**src/mstrk_pkg.sv**
```systemverilog
`default_nettype none

package mstrk_pkg;

  // fixed field widths of the channels
  localparam int unsigned FIELD_BITS  = 32;
  localparam int unsigned RADIUS_BITS = 31;
  localparam int unsigned OUT_BITS    = 33;

  // all ones stands for an infinite change; finite results stop one below
  localparam logic [OUT_BITS-1:0] CHANGE_INFINITE = {OUT_BITS{1'b1}};
  localparam logic [OUT_BITS-1:0] CHANGE_TOP      = {{(OUT_BITS-1){1'b1}}, 1'b0};

  typedef enum logic [1:0] {
    CMD_RECORD         = 2'd0,
    CMD_COMPARE        = 2'd1,
    CMD_RECORD_CHANGED = 2'd2
  } cmd_t;

endpackage

`default_nettype wire

```
**src/mstrk_change.sv**
```systemverilog
`default_nettype none

// Per-item change: max axis distance to the snapshot, plus radius distance
// when enabled, saturated below the infinite code.
module mstrk_change #(
  parameter int COORD_BITS = 32
) (
  input  wire logic signed [COORD_BITS-1:0]             cur_x,
  input  wire logic signed [COORD_BITS-1:0]             cur_y,
  input  wire logic signed [COORD_BITS-1:0]             cur_z,
  input  wire logic [mstrk_pkg::RADIUS_BITS-1:0]        cur_radius,
  input  wire logic signed [COORD_BITS-1:0]             snap_x,
  input  wire logic signed [COORD_BITS-1:0]             snap_y,
  input  wire logic signed [COORD_BITS-1:0]             snap_z,
  input  wire logic [mstrk_pkg::RADIUS_BITS-1:0]        snap_radius,
  input  wire logic                                     use_radius,
  output logic [mstrk_pkg::OUT_BITS-1:0]                change
);

  localparam int RB = mstrk_pkg::RADIUS_BITS;
  localparam int SW = ((COORD_BITS > RB) ? COORD_BITS : RB) + 1;
  localparam int CW = (SW > mstrk_pkg::OUT_BITS) ? SW : mstrk_pkg::OUT_BITS;

  logic signed [COORD_BITS:0] dx, dy, dz;
  logic [COORD_BITS-1:0]      ax, ay, az, axis_max;
  logic signed [RB:0]         dr;
  logic [RB-1:0]              ar;
  logic [SW-1:0]              sum;
  logic [CW-1:0]              sum_ext;

  always_comb begin
    dx = {cur_x[COORD_BITS-1], cur_x} - {snap_x[COORD_BITS-1], snap_x};
    dy = {cur_y[COORD_BITS-1], cur_y} - {snap_y[COORD_BITS-1], snap_y};
    dz = {cur_z[COORD_BITS-1], cur_z} - {snap_z[COORD_BITS-1], snap_z};
    ax = dx[COORD_BITS] ? COORD_BITS'(-dx) : COORD_BITS'(dx);
    ay = dy[COORD_BITS] ? COORD_BITS'(-dy) : COORD_BITS'(dy);
    az = dz[COORD_BITS] ? COORD_BITS'(-dz) : COORD_BITS'(dz);

    axis_max = (ay > ax) ? ay : ax;
    if (az > axis_max) begin
      axis_max = az;
    end

    dr = $signed({1'b0, cur_radius}) - $signed({1'b0, snap_radius});
    ar = dr[RB] ? RB'(-dr) : RB'(dr);

    sum = SW'(axis_max);
    if (use_radius) begin
      sum = sum + SW'(ar);
    end

    sum_ext = CW'(sum);
    if (sum_ext > CW'(mstrk_pkg::CHANGE_TOP)) begin
      change = mstrk_pkg::CHANGE_TOP;
    end else begin
      change = mstrk_pkg::OUT_BITS'(sum_ext);
    end
  end

endmodule

`default_nettype wire

```
**config.mk**
```make
export PLATFORM = sky130hd
export DESIGN_NAME = mstrk_change
export DESIGN_NICKNAME = d
export VERILOG_FILES = /design/src/mstrk_pkg.sv /design/src/mstrk_change.sv
export SDC_FILE = /design/constraint.sdc
export NUM_CORES = 1
export LEC_CHECK = 0
export BUFFER_PORTS_ARGS = -buffer_cell sky130_fd_sc_hd__buf_2
export CORE_UTILIZATION = 55
export DETAILED_ROUTE_END_ITERATION = 6
export PLACE_DENSITY = 0.78
export SYNTH_ARGS = -nofsm -noshare
export SYNTH_HDL_FRONTEND = slang
export SYNTH_SLANG_ARGS = --single-unit
```
**constraint.sdc**
```tcl
create_clock -name vclk -period 41.8
set_clock_uncertainty 0.15 [all_clocks]
set_input_delay 4.18 -clock vclk [all_inputs]
set_output_delay 4.18 -clock vclk [all_outputs]
set_load 0.02 [all_outputs]
```
==> run metrics <==
largest area contributor in the netlist ha_1; die area 0.02723 mm2; nets slightly below 3000; ANT cells 0; mapped cell area about 0.015 mm2; dpl ws 20.87 ns; Crit Path Class in -> out; Syn. warnings 0; layout cells sized above 1 0.1570; PortBufs about 290; hold-fix buffers at CTS 0; Core Util, Final 0.6226; minimum hold slack approximately 9.0 ns; Worst Slack Setup Final ~21 ns; max_cap viols 0; Cell variety after synth 105; Via Count between 15000 and 20000; final setup fails 0; die width between 150 and 200 um; Slew HR 0.2717; IO Pins roughly 290; Die Ht around 170 um; hpwl dp roughly 38 mm; worst path bufs/invs 4; vias in the first global route around 15000; critical path depth between 50 and 60; largest net degree at the start of global routing 36; crit start category input pin; seq_cells 0; synth top area cells ha_1 (19%), xnor2_1 (7.9%), inv_1 (6.0%); register area share after synthesis 0; Filler Cell Count 2537; total core area ~0.026 mm2; fin crit period 21.11 ns; worst endpoint required time 37.47 ns; routed vias/inst 6.042; DR iter-0 viols 1138; setup TNS 0 ns; initial antenna violation count 1; most common cell after layout, fill and taps aside buf_2; First-pass DRT Iterations 5; starting density of the core 0.5608; Most common cell on crit path o21a_1; unrepaired setup endpoints after global routing false; multi-input logic area 0.01346 mm2; Worst Setup End Kind output port; Avg WL per Cell approximately 16 um; Overall Power about 1.3 mW; status completed; peak supply drop 0.08116 mV; crit path DAT 16.78 ns; Hold Crit Depth 4; gr ovfl total 0; final hold vios 0; Post-CTS Setup Bufs 0; period utilisation layout 0.5049; Area Growth Syn to Fin 11.02%; Max Clk Rate 47.38 MHz; Mapped Nets 2654; Hold Path Class in -> out; RePlAce Congestion about 0.94; syn_area_per_cell between 6 and 7 um2; cell area power density approximately 80 mW/mm2; peak fanout along the critical path 28; max-slew violations 0; Yosys top cell area share 0.1901; total track usage 0.3088; Clock buffer cells 0; most frequent cells in the layout buf_2 (288), inv_1 (232), ha_1 (222); Slew @ Worst Pin 1.090 ns; slowest stage delay, CP 0.60 ns; DRC Markers 0; Syn Inst Count roughly 2200; final WL 43.74 mm; post-route ant nets 0; num rows about 60; first-pass GRT wire length 69.84 mm; Critical-path top delay cell a2111oi_0; Lkg Pwr roughly 7.9 nW; delay-heaviest family, CP compound AO/OA/AOI/OAI gates; Storage cell area 0 um2; CTS resizes 0
metrics by stage:
| stage | area, um2 | std cells |
|---|---|---|
| floorplan | 14610 | 2172 |
| global placement | 16220 | 2742 |
| detailed placement | 16220 | 2742 |
| CTS | 16220 | 2742 |
| global route | 16220 | 2742 |
| finish | 16220 | 2742 |
worst paths after layout:
check	end	slack, ns	from
max	change[29]	20.69	cur_x[0]
min	change[25]	8.98	use_radius
synthesized netlist by cell type (25+ instances only):
cell type and n:
xnor2_1 132, inv_1 232, ha_1 222, o21ai_0 142, nand4_1 31, o21bai_1 27
a21oi_1 171, nand3_1 65, or3_1 26, nor2b_1 26, nor2_1 171, nor3_1 55
o21ai_1 38, clkbuf_1 42, xor2_1 78, o21a_1 46, a31oi_1 25, a21o_1 57
nand2_1 142, mux2i_1 32, nand2b_1 34
routing by layer:
layer | global-route usage | wire (um) | vias up
met2 | 0.5354 | 20250 | 537
met4 | 0.07506 | 1073 | 0
met1 | 0.4103 | 19890 | 7575
li1 | - | - | 8386
met5 | 0 | 0 | -
met3 | 0.02235 | 2527 | 68
cell families (layout without fill, tap and decap cells):
family / count (synthesis) / in the layout / synth area share
AOI/OAI and AO/OA: 725 / 725 / 0.3305
xor gates and xnor gates: 211 / 211 / 0.1270
adders and majority gates: 229 / 229 / 0.1985
buffers and inverters: 289 / 524 / 0.07894
muxes: 38 / 38 / 0.02748
and+or+nand+nor: 680 / 680 / 0.2376
layout make-up:
cell class | instances | share of cell area
multi-input cells | 1883 | 0.8298
repair buffers | 292 | 0.09070
inverters | 232 | 0.05368
well taps | 335 | 0.02584
report_power, final:
group	internal (mW)	leakage [nW]	total (mW)	switching (mW)
registers	0	0	0	0
logic	0.499	7.89	1.30	0.800
clock network	0	0	0	0
total	0.499	7.89	1.30	0.800
Power figures use the tool's default switching activity.
